File: src/sv/sha256_stream_hasher_core_defines.svh
// assertion helpers for the sha256 stream hasher
`ifndef SHA256_STREAM_HASHER_CORE_DEFINES_SVH
`define SHA256_STREAM_HASHER_CORE_DEFINES_SVH
`define SHA_ASSERT(label, prop, msg) \
	label: assert property (@(posedge clk) disable iff (!arst_n) prop) else $error(msg);
`define SHA_ASSERT_NEVER(label, cond, msg) \
	label: assert property (@(posedge clk) disable iff (!arst_n) !(cond)) else $error(msg);
`endif

File: src/sv/sha_pkg.sv
package sha_pkg;
	localparam int QDEPTH = 4;
	localparam int QAW = 2;

	typedef struct packed {
		logic       fin;
		logic [7:0] data;
	} sha_item_t;

	typedef enum logic [2:0] {
		ST_IDLE,
		ST_FILL,
		ST_ROUND,
		ST_ADD,
		ST_EMIT
	} sha_state_t;

	localparam logic [31:0] IV [8] = '{
		32'h6a09e667, 32'hbb67ae85, 32'h3c6ef372, 32'ha54ff53a,
		32'h510e527f, 32'h9b05688c, 32'h1f83d9ab, 32'h5be0cd19
	};

	localparam logic [31:0] RC [64] = '{
		32'h428a2f98, 32'h71374491, 32'hb5c0fbcf, 32'he9b5dba5,
		32'h3956c25b, 32'h59f111f1, 32'h923f82a4, 32'hab1c5ed5,
		32'hd807aa98, 32'h12835b01, 32'h243185be, 32'h550c7dc3,
		32'h72be5d74, 32'h80deb1fe, 32'h9bdc06a7, 32'hc19bf174,
		32'he49b69c1, 32'hefbe4786, 32'h0fc19dc6, 32'h240ca1cc,
		32'h2de92c6f, 32'h4a7484aa, 32'h5cb0a9dc, 32'h76f988da,
		32'h983e5152, 32'ha831c66d, 32'hb00327c8, 32'hbf597fc7,
		32'hc6e00bf3, 32'hd5a79147, 32'h06ca6351, 32'h14292967,
		32'h27b70a85, 32'h2e1b2138, 32'h4d2c6dfc, 32'h53380d13,
		32'h650a7354, 32'h766a0abb, 32'h81c2c92e, 32'h92722c85,
		32'ha2bfe8a1, 32'ha81a664b, 32'hc24b8b70, 32'hc76c51a3,
		32'hd192e819, 32'hd6990624, 32'hf40e3585, 32'h106aa070,
		32'h19a4c116, 32'h1e376c08, 32'h2748774c, 32'h34b0bcb5,
		32'h391c0cb3, 32'h4ed8aa4a, 32'h5b9cca4f, 32'h682e6ff3,
		32'h748f82ee, 32'h78a5636f, 32'h84c87814, 32'h8cc70208,
		32'h90befffa, 32'ha4506ceb, 32'hbef9a3f7, 32'hc67178f2
	};

	function automatic logic [31:0] rotr(input logic [31:0] x, input int n);
		rotr = (x >> n) | (x << (32 - n));
	endfunction
endpackage

File: src/sv/sha_front.sv
module sha_front
	import sha_pkg::*;
(
	input  logic      clk,
	input  logic      arst_n,
	input  logic      in_valid,
	output logic      in_ready,
	input  sha_item_t in_item,
	output logic      q_valid,
	input  logic      q_pop,
	output sha_item_t q_item
);
	sha_item_t      mem_q [QDEPTH];
	logic [QAW-1:0] wp_q, rp_q;
	logic [QAW:0]   cnt_q;
	logic           push;

	assign in_ready = (cnt_q != (QAW+1)'(QDEPTH));
	assign push = in_valid && in_ready;
	assign q_valid = (cnt_q != '0);
	assign q_item = mem_q[rp_q];

	always_ff @(posedge clk) begin
		if (push) begin
			mem_q[wp_q] <= in_item;
		end
	end

	always_ff @(posedge clk or negedge arst_n) begin
		if (!arst_n) begin
			wp_q <= '0;
			rp_q <= '0;
			cnt_q <= '0;
		end else begin
			if (push) wp_q <= wp_q + 1'b1;
			if (q_pop) rp_q <= rp_q + 1'b1;
			cnt_q <= cnt_q + (QAW+1)'(push) - (QAW+1)'(q_pop);
		end
	end

	`include "sha256_stream_hasher_core_defines.svh"
	`SHA_ASSERT(a_no_over, cnt_q == (QAW+1)'(QDEPTH) |-> !push, "queue overflow")
	`SHA_ASSERT_NEVER(a_no_under, q_pop && cnt_q == '0, "queue underflow")
	`SHA_ASSERT(a_cnt, push && !q_pop |=> cnt_q == $past(cnt_q) + 1'b1, "count slip")
endmodule

File: src/sv/sha_back.sv
module sha_back
	import sha_pkg::*;
(
	input  logic        clk,
	input  logic        arst_n,
	input  logic        q_valid,
	output logic        q_pop,
	input  sha_item_t   q_item,
	output logic        out_valid,
	input  logic        out_ready,
	output logic [31:0] out_word,
	output logic [2:0]  out_idx,
	output logic        out_last
);
	sha_state_t  st_q, st_n;
	logic [31:0] h_q [8];
	logic [31:0] v_q [8];
	logic [31:0] w_q [16];
	logic [63:0] bits_q;
	logic [5:0]  fill_q;
	logic [5:0]  rnd_q;
	logic        fin_q, padded_q;
	logic [2:0]  oi_q;
	logic        pend_q;
	logic [7:0]  fb;
	logic        fill_go, blk_done;
	logic [31:0] s0, s1, t1, t2, e, a;

	always_comb begin
		st_n = st_q;
		unique case (st_q)
			ST_IDLE, ST_FILL: begin
				if (fill_go && fill_q == 6'd63) st_n = ST_ROUND;
				else if (fill_go) st_n = ST_FILL;
				else st_n = ST_IDLE;
			end
			ST_ROUND: if (rnd_q == 6'd63) st_n = ST_ADD;
			ST_ADD: begin
				if (pend_q) st_n = ST_EMIT;
				else if (fin_q) st_n = ST_FILL;
				else st_n = ST_IDLE;
			end
			ST_EMIT: if (out_ready && oi_q == 3'd7) st_n = ST_IDLE;
			default: st_n = ST_IDLE;
		endcase
	end

	always_comb begin
		q_pop = 1'b0;
		fill_go = 1'b0;
		fb = q_item.data;
		unique case (st_q)
			ST_IDLE, ST_FILL: begin
				if (fin_q) begin
					fill_go = 1'b1;
					if (padded_q && fill_q >= 6'd56) fb = bits_q[{~fill_q[2:0], 3'b000} +: 8];
					else fb = 8'h00;
				end else if (q_valid) begin
					fill_go = 1'b1;
					q_pop = !q_item.fin;
					if (q_item.fin) fb = 8'h80;
				end
			end
			default: ;
		endcase
	end

	// padded_q: the length may go into the current block
	assign blk_done = fin_q && padded_q && fill_q == 6'd63;

	always_comb begin
		s0 = rotr(w_q[1], 7) ^ rotr(w_q[1], 18) ^ (w_q[1] >> 3);
		s1 = rotr(w_q[14], 17) ^ rotr(w_q[14], 19) ^ (w_q[14] >> 10);
		e = v_q[4];
		a = v_q[0];
		t1 = v_q[7] + (rotr(e, 6) ^ rotr(e, 11) ^ rotr(e, 25)) +
			((e & v_q[5]) ^ (~e & v_q[6])) + RC[rnd_q] + w_q[0];
		t2 = (rotr(a, 2) ^ rotr(a, 13) ^ rotr(a, 22)) +
			((a & v_q[1]) ^ (a & v_q[2]) ^ (v_q[1] & v_q[2]));
	end

	always_ff @(posedge clk) begin
		if (fill_go) begin
			w_q[fill_q[5:2]][{~fill_q[1:0], 3'b000} +: 8] <= fb;
		end
		if (st_q == ST_ROUND) begin
			for (int i = 0; i < 15; i++) w_q[i] <= w_q[i+1];
			w_q[15] <= s1 + w_q[9] + s0 + w_q[0];
			v_q[7] <= v_q[6];
			v_q[6] <= v_q[5];
			v_q[5] <= v_q[4];
			v_q[4] <= v_q[3] + t1;
			v_q[3] <= v_q[2];
			v_q[2] <= v_q[1];
			v_q[1] <= v_q[0];
			v_q[0] <= t1 + t2;
		end else begin
			for (int i = 0; i < 8; i++) v_q[i] <= h_q[i];
		end
	end

	always_ff @(posedge clk or negedge arst_n) begin
		if (!arst_n) begin
			st_q <= ST_IDLE;
			for (int i = 0; i < 8; i++) h_q[i] <= IV[i];
			bits_q <= '0;
			fill_q <= '0;
			rnd_q <= '0;
			fin_q <= 1'b0;
			padded_q <= 1'b0;
			oi_q <= '0;
			pend_q <= 1'b0;
		end else begin
			st_q <= st_n;
			if (fill_go) begin
				fill_q <= fill_q + 1'b1;
				if (!fin_q && q_item.fin) begin
					fin_q <= 1'b1;
					padded_q <= (fill_q < 6'd56);
				end else if (!fin_q) begin
					bits_q <= bits_q + 64'd8;
				end
				if (blk_done) pend_q <= 1'b1;
			end
			if (st_q == ST_ROUND) rnd_q <= rnd_q + 1'b1;
			if (st_q == ST_ADD) begin
				for (int i = 0; i < 8; i++) h_q[i] <= h_q[i] + v_q[i];
				if (fin_q) padded_q <= 1'b1;
			end
			if (st_q == ST_EMIT && out_ready) begin
				oi_q <= oi_q + 1'b1;
				if (oi_q == 3'd7) begin
					for (int i = 0; i < 8; i++) h_q[i] <= IV[i];
					bits_q <= '0;
					fin_q <= 1'b0;
					padded_q <= 1'b0;
					pend_q <= 1'b0;
				end
			end
		end
	end

	assign out_valid = (st_q == ST_EMIT);
	assign out_word = h_q[oi_q];
	assign out_idx = oi_q;
	assign out_last = (oi_q == 3'd7);

	`include "sha256_stream_hasher_core_defines.svh"
	`SHA_ASSERT(a_emit_idle, out_valid && out_ready && out_last |=> !out_valid, "emit overrun")
	`SHA_ASSERT_NEVER(a_pop_busy, q_pop && st_q == ST_ROUND, "pop during rounds")
	`SHA_ASSERT(a_round_run, st_q == ST_ROUND && rnd_q != 6'd63 |=> st_q == ST_ROUND, "round break")
endmodule

File: src/sv/sha256_stream_hasher_core.sv
// a pad byte at byte 56 or later needs a second padding block before the digest
// blocks: 64 byte beats fill a block, then 64 rounds and one add step run on it
// no new bytes are taken while the single round unit runs; the front queue buffers up to four
// digest: eight beats, one per cycle while the sink is ready
// reset: arst_n clears queue and control and loads the initial hash words
module sha256_stream_hasher_core
	import sha_pkg::*;
(
	input  logic        clk,
	input  logic        arst_n,
	input  logic        s_axis_tvalid,
	output logic        s_axis_tready,
	input  logic [7:0]  s_axis_tdata,  // data_byte
	input  logic        s_axis_tuser,  // req_type
	output logic        m_axis_tvalid,
	input  logic        m_axis_tready,
	output logic [39:0] m_axis_tdata,  // digest_word, word_index, zero fill
	output logic        m_axis_tlast   // last_word
);
	sha_item_t   in_item, q_item;
	logic        q_valid, q_pop;
	logic        q_pop_all, fin_pop;
	logic [31:0] w;
	logic [2:0]  idx;

	assign in_item.fin = s_axis_tuser;
	assign in_item.data = s_axis_tdata;

	sha_front u_front (
		.clk, .arst_n,
		.in_valid(s_axis_tvalid), .in_ready(s_axis_tready), .in_item,
		.q_valid, .q_pop(q_pop_all), .q_item
	);

	assign fin_pop = m_axis_tvalid && m_axis_tready && m_axis_tlast;
	assign q_pop_all = q_pop || fin_pop;

	sha_back u_back (
		.clk, .arst_n,
		.q_valid, .q_pop, .q_item,
		.out_valid(m_axis_tvalid), .out_ready(m_axis_tready),
		.out_word(w), .out_idx(idx), .out_last(m_axis_tlast)
	);

	assign m_axis_tdata = {5'd0, idx, w};
endmodule
File: config.mk
export PLATFORM = sky130hd
export DESIGN_NAME = sha256_stream_hasher_core
export DESIGN_NICKNAME = d
export VERILOG_FILES = /design/src/sv/sha_pkg.sv /design/src/sv/sha_front.sv /design/src/sv/sha_back.sv /design/src/sv/sha256_stream_hasher_core.sv
export VERILOG_INCLUDE_DIRS = /design/src /design/src/sv
export SDC_FILE = /design/constraint.sdc
export NUM_CORES = 2
export LEC_CHECK = 0
export BUFFER_PORTS_ARGS = -buffer_cell sky130_fd_sc_hd__buf_2
export CAP_MARGIN = 20
export CORE_UTILIZATION = 50
export DETAILED_ROUTE_END_ITERATION = 16
export HOLD_SLACK_MARGIN = 0.1
export PLACE_DENSITY = 0.74
export SLEW_MARGIN = 20
export SYNTH_ARGS = -nofsm -noshare
export SYNTH_HDL_FRONTEND = slang
export SYNTH_SLANG_ARGS = --single-unit
File: constraint.sdc
create_clock -name clk -period 11.6 [get_ports clk]
set_clock_uncertainty 0.15 [all_clocks]
set_input_delay 2.32 -clock clk [delete_from_list [all_inputs] [get_ports clk]]
set_output_delay 2.32 -clock clk [all_outputs]
set_load 0.02 [all_outputs]
======== Yosys cells after proc, flatten, opt, wreduce, memory -nomap -nowiden ========
Memories as Yosys holds them, arrays and structs flattened.
Cells that the tools add are included.
word-level totals
  bits in registers ....................... 348
  memory bits (writable) .................. 804
  bits in read-only memories .............. 2048
  input port bits ......................... 13
  output and inout port bits .............. 43
  logic and storage cells ................. 186
  memories ................................ 4
operators by class
  add/subtract/negate cells ............... 27
  $lt $le $gt $ge ......................... 4
  equal/unequal tests ..................... 10
  shift-type cells ........................ 3
  multiplexer cells ....................... 63
  bitwise operators ....................... 39
  reduce and logical (&&, ||, !) cells .... 17
memory list
  memory            depth  width  read ports  clocked after Yosys merged registers in  write ports  line             RTL
  (name not given)  64     32     1           0                                        0            sha_back.sv:77   ((e & v_q[5]) ^ (~e & v_q[6])) + RC[rnd_q] + w_q[0];
  u_back.w_q        16     32     16          0                                        16           sha_back.sv:18   logic [31:0] w_q [16];
  u_back.v_q        8      32     8           0                                        8            sha_back.sv:17   logic [31:0] v_q [8];
  u_front.mem_q     4      9      1           0                                        1            sha_front.sv:13  sha_item_t mem_q [QDEPTH];
operators with widths
  kind                      number
  $mux W256                 3
  $add A32 B32 Y32          18
  $mux W32                  15
  $mux W64                  5
  $xor A32 B32 Y32          9
  $and A32 B32 Y32          5
  $bmux W32 S3              1
  $add A64 B4 Y64 const B   1
  $shiftx A64 B7 Y8         1
  $mux W8                   5
  $not A32 Y32              1
  $or A10 B32 Y32           1
  $or A13 B32 Y32           1
  $or A14 B32 Y32           1
  $or A15 B32 Y32           1
  $or A19 B32 Y32           1
  $or A21 B32 Y32           1
  $or A25 B32 Y32           1
  $or A26 B32 Y32           1
  $or A30 B32 Y32           1
  $or A7 B32 Y32            1
  $reduce_or A32 Y1         1
  $shift A8 B7 Y32 const A  1
  $shiftx A8 B7 Y32         1
  other kinds (35)          86

======== Depth between registers and ports, before layout ========
An unclocked memory read counts as a cell.
  depth in word-level cells ............... 10
  depth in mapped cells ................... 40
  depth with buffers taken out ............ 38

======== By module ========
Synthesis repeated with hierarchy kept, for this count alone.
unflattened totals
  cells, all modules ...................... 7495
  area, all modules ....................... 73638.1 sq um
by module, submodules not included
  module                     instances  cells an instance  area an instance (sq um)
  sha_back                   1          7401               71826.4
  sha_front                  1          87                 1761.7
  sha256_stream_hasher_core  1          7                  50.0

======== Worst setup path after synthesis ========
Ideal clock, no wire load.
  kind .................................... register to register
  start point ............................. register u_back.rnd_q[1]
  end point ............................... memory u_back.v_q[0][29]
  library setup time ...................... 0.087 ns
  arrival ................................. 8.398 ns
  data required time ...................... 11.363 ns
  slack ................................... 2.965 ns
  stages on the path, launching flop included .. 35
  path buffers ............................ 2
  period minus slack after synthesis ...... 8.635 ns
  cells stage by stage .................... dfrtp_1 -> clkbuf_1 -> clkinv_1 -> ha_1 -> clkbuf_1 -> nor2b_1 -> o311ai_0 -> o21ai_0 -> o21ai_0 -> fa_1 -> fa_1 -> fa_1 -> inv_1 -> ha_1 -> fa_1 -> a211oi_1 -> o21bai_1 -> a21oi_1 -> o21ai_0 -> a21oi_1 -> nor2_1 -> nor2_1 -> xnor2_1 -> fa_1 -> ha_1 -> a21o_1 -> a21oi_1 -> o21ai_0 -> a31oi_1 -> a31oi_1 -> a22oi_1 -> a21boi_0 -> o311a_1 -> o21a_1 -> o31ai_1
RTL lines
  what                    line             RTL
  from (decl)             sha_back.sv:21   logic [5:0] rnd_q;
  from (signal assigned)  sha_back.sv:125  if (st_q == ST_ROUND) rnd_q <= rnd_q + 1'b1;
  to (decl)               sha_back.sv:17

==> impl_metrics.yaml <==
status:
  outcome: "completed"
die:
  start_util: 0.505
  dieArea_um2: 149000
  io_pins: 56
  die-height_um: 386
  rows: 140
  core_um2: 146000
  die_x_um: 386
yosys:
  synth_xor_area_frac: 0.0719
  synth_edf_count: 548
  syn_area_per_cell_um2: 9.84
  async_flop_share: 0.300
  yosys-top-cells-count: "nand2_1, a21o_1, edfxtp_1, a21oi_1, o21ai_0"
  yosys_warnings: 0
  synthMuxAreaShare: 0.0429
  synthCells: 7503
  synth_ff_type: "edfxtp_1"
  synth_adder_area_share: 0.125
  synth_area_leaders: "edfxtp_1, dfrtp_1, dfxtp_1"
  seq_area_frac_synth: 0.411
  yosys.area_share.simple: 0.123
  synth_cell_types: 96
  yosys_register_bits: 1149
  synth_top_family_by_area: "compound AO/OA/AOI/OAI gates"
  synth_compound_area_frac: 0.189
  yosys.area.top_type: "edfxtp_1"
  yosysMostFrequentCell: "nand2_1"
  synth_area_um2: 73800
  synth_top_area_frac: 0.223
critical_path:
  end_kind: "flip-flop"
  r2r-end: "u_back.v_q[0][29]"
  cp_common_cell: "fa_1"
  reg2reg_from: "u_back.rnd_q[1]"
  r2r_setup_slack_ps: 1310
  cp-start-kind: "flip-flop"
  crit_arrival_ps: 10830
  cp_slowest_cell: "dfrtp_1"
  crit_type: "flip-flop to flip-flop"
  critPathRequiredTime_ps: 12140
  max_stage_delay_ps: 810
  ff2ff_path_depth: 32
  crit_fanout: 18
clock_tree:
  cts_tree: "done"
  numCtsBuffers: 132
  clk_path_buf_depth: 3
  post_cts.repair.setup_buffers: 0
  ctsHoldBuffers: 0
  clock-root-buffer: "clkbuf_16"
  clk_pin_slew_ps: 60
  cts_resized: 0
  h-tree-depth: 4
  clock-sinks: 1149
  clk_latency_ps: 790
power:
  p_per_area_nw_per_um2: 106
  seq_power_share: 0.502
  p_int_mw: 6.67
  combPwrFrac: 0.012
  p_clk_frac: 0.486
  p_sw_frac: 0.219
  total_power_mw: 8.53
  p_sw_mw: 1.86
  leakage_nw: 34.1
  vdd_drop_max_v: 0.000140
route:
  routed_wirelength_mm: 239
  first_pass_iters: 7
  drc_errors: 0
  wl_per_cell_um: 25.4
  viasPerCell: 6.23
  detail-route-antenna-nets: 0
  vias: 58700
  drt_iter0_drc: 5692
sta:
  holdWs_ps: 311
  setup_violations: 0
  worstMarginPinSlew_ps: 1160
  hold_violations: 0
  rsz0062_at_grt: "no"
  relSlewSlack: 0.218
  fin_ws_ps: 1310
  max_freq_mhz: 97.2
  period_share: 0.887
  report.final.slew_viol_count: 0
  fin_crit_ps: 10290
  finalSetupTns_ps: 0
place:
  hpwl_mm: 176
  gp_congestion: 1.01
  pre_cts_slack_ps: 1540
  place_inst: 9186
  io_buffers: 50
global_route:
  use_met2: 0.503
  grt_usage: 0.318
  busiest_layer: "met2"
  gr-usage-met3: 0.0608
  grt_max_degree: 244
  use_met1: 0.406
  grt_pass1_wl_mm: 357
  antenna_found_initial: 5
  overflow: 0
  grt_pass1_vias: 56700
finish:
  final_nets: 8021
  area_growth_pct: 8.69
  drive_gt1_frac: 0.0964
  instances_no_fill: 9426
run:
  maxCapViolations: 0
hold_path:
  hold_depth: 2
  hold_end: "u_back.v_q[0][231]"
  hp-start: "u_back.v_q[0][199]"
  hold_class: "flip-flop to flip-flop"
-- through the flow --
| stage | area (um^2) | util |
|---|---|---|
| 3_5_place_dp | 76000 | 0.520 |
| 3_3_place_gp | 76000 | 0.520 |
| 2_1_floorplan | 73900 | - |
| 4_1_cts | 80200 | 0.549 |
| 6_report | 80300 | 0.549 |
| 5_1_grt | 80300 | 0.549 |
-- cells in the final DEF, fill, tap and decap left out, types with 71 or more instances in the layout --
cell type / count
nand2_1: 1114
a21o_1: 640
edfxtp_1: 548
a21oi_1: 472
xnor2_1: 410
o21ai_0: 408
ha_1: 407
nor2_1: 380
inv_1: 295
dfxtp_1: 256
dfrtp_1: 203
xor2_1: 196
fa_1: 196
nand3_1: 146
dfstp_2: 136
clkbuf_16: 135
buf_4: 118
o211ai_1: 101
mux4_2: 98
nor3_1: 90
nand2b_1: 71
-- flip-flops by register name, indices dropped and copies added, names as in the netlist --
signal / flops
u_back.w_q: 512
u_front.rp_q: 2
u_back.rnd_q: 6
u_back.h_q: 256
u_back.st_q: 3
u_back.v_q: 256
u_back.pend_q: 1
u_back.out_idx: 3
u_back.fin_q: 1
u_front.mem_q: 36
u_front.cnt_q: 3
u_back.fill_q: 6
u_front.wp_q: 2
u_back.padded_q: 1
u_back.bits_q: 61
-- power by group through the flow --
stage	combinational (mW)	clock [mW]	sequential (mW)
2_1_floorplan	0.0554	0	4.36
3_3_place_gp	0.103	0	4.36
3_5_place_dp	0.107	0	4.36
4_1_cts	0.108	4.19	4.28
5_1_grt	0.118	4.33	4.28
6_report	0.104	4.15	4.28
-- layout make-up --
| type | instances | area (um^2) |
|---|---|---|
| Clock buffer | 170 | 3620 |
| Tap cell | 1917 | 2400 |
| Sequential cell | 1149 | 30400 |
| Antenna cell | 1 | 2.50 |
| Timing Repair Buffer | 175 | 1270 |
| Multi-Input combinational cell | 5648 | 40900 |
| Clock inverter | 67 | 587 |
| Inverter | 299 | 1120 |
| Fill cell | 12600 | 65800 |
-- worst max path at each step --
stage | start | endpoint | slack [ps]
finish | u_back.rnd_q[1] | u_back.v_q[0][29] | 1310
floorplan | u_back.rnd_q[1] | u_back.v_q[0][29] | 2960
CTS | u_back.rnd_q[1] | u_back.v_q[0][29] | 1530
global route | u_back.rnd_q[1] | u_back.v_q[0][29] | 680
detailed placement | u_back.rnd_q[1] | u_back.v_q[0][29] | 1540
global placement | u_back.rnd_q[1] | u_back.v_q[0][29] | 1580
-- worst max-delay path: cells and delay by family (launching register included) --
kind,cells,cell delay (ps)
AOI/OAI and AO/OA,18,4830
xor gates and xnor gates,1,170
adders and majority gates,8,3500
buffers and inverters,2,240
DFF,1,810
and+or+nand+nor,3,450
-- cells by family after synthesis --
kind of cell,count (synthesis)
flip-flops,1149
other,1
adder cells (fa/ha/maj),626
multiplexers,189
buffers and inverters,710
AO/OA/AOI/OAI,2140
XOR/XNOR,606
AND/OR/NAND/NOR,2082
-- per-layer routing --
layer | share of wire | vias up | routed length, um
li1 | - | 26500 | -
met1 | 0.39 | 28900 | 93800
met2 | 0.46 | 2735 | 109000
met3 | 0.083 | 655 | 19800
met4 | 0.069 | 6 | 16400
met5 | 0.00015 | - | 37
(Power assumes the default switching activity.)
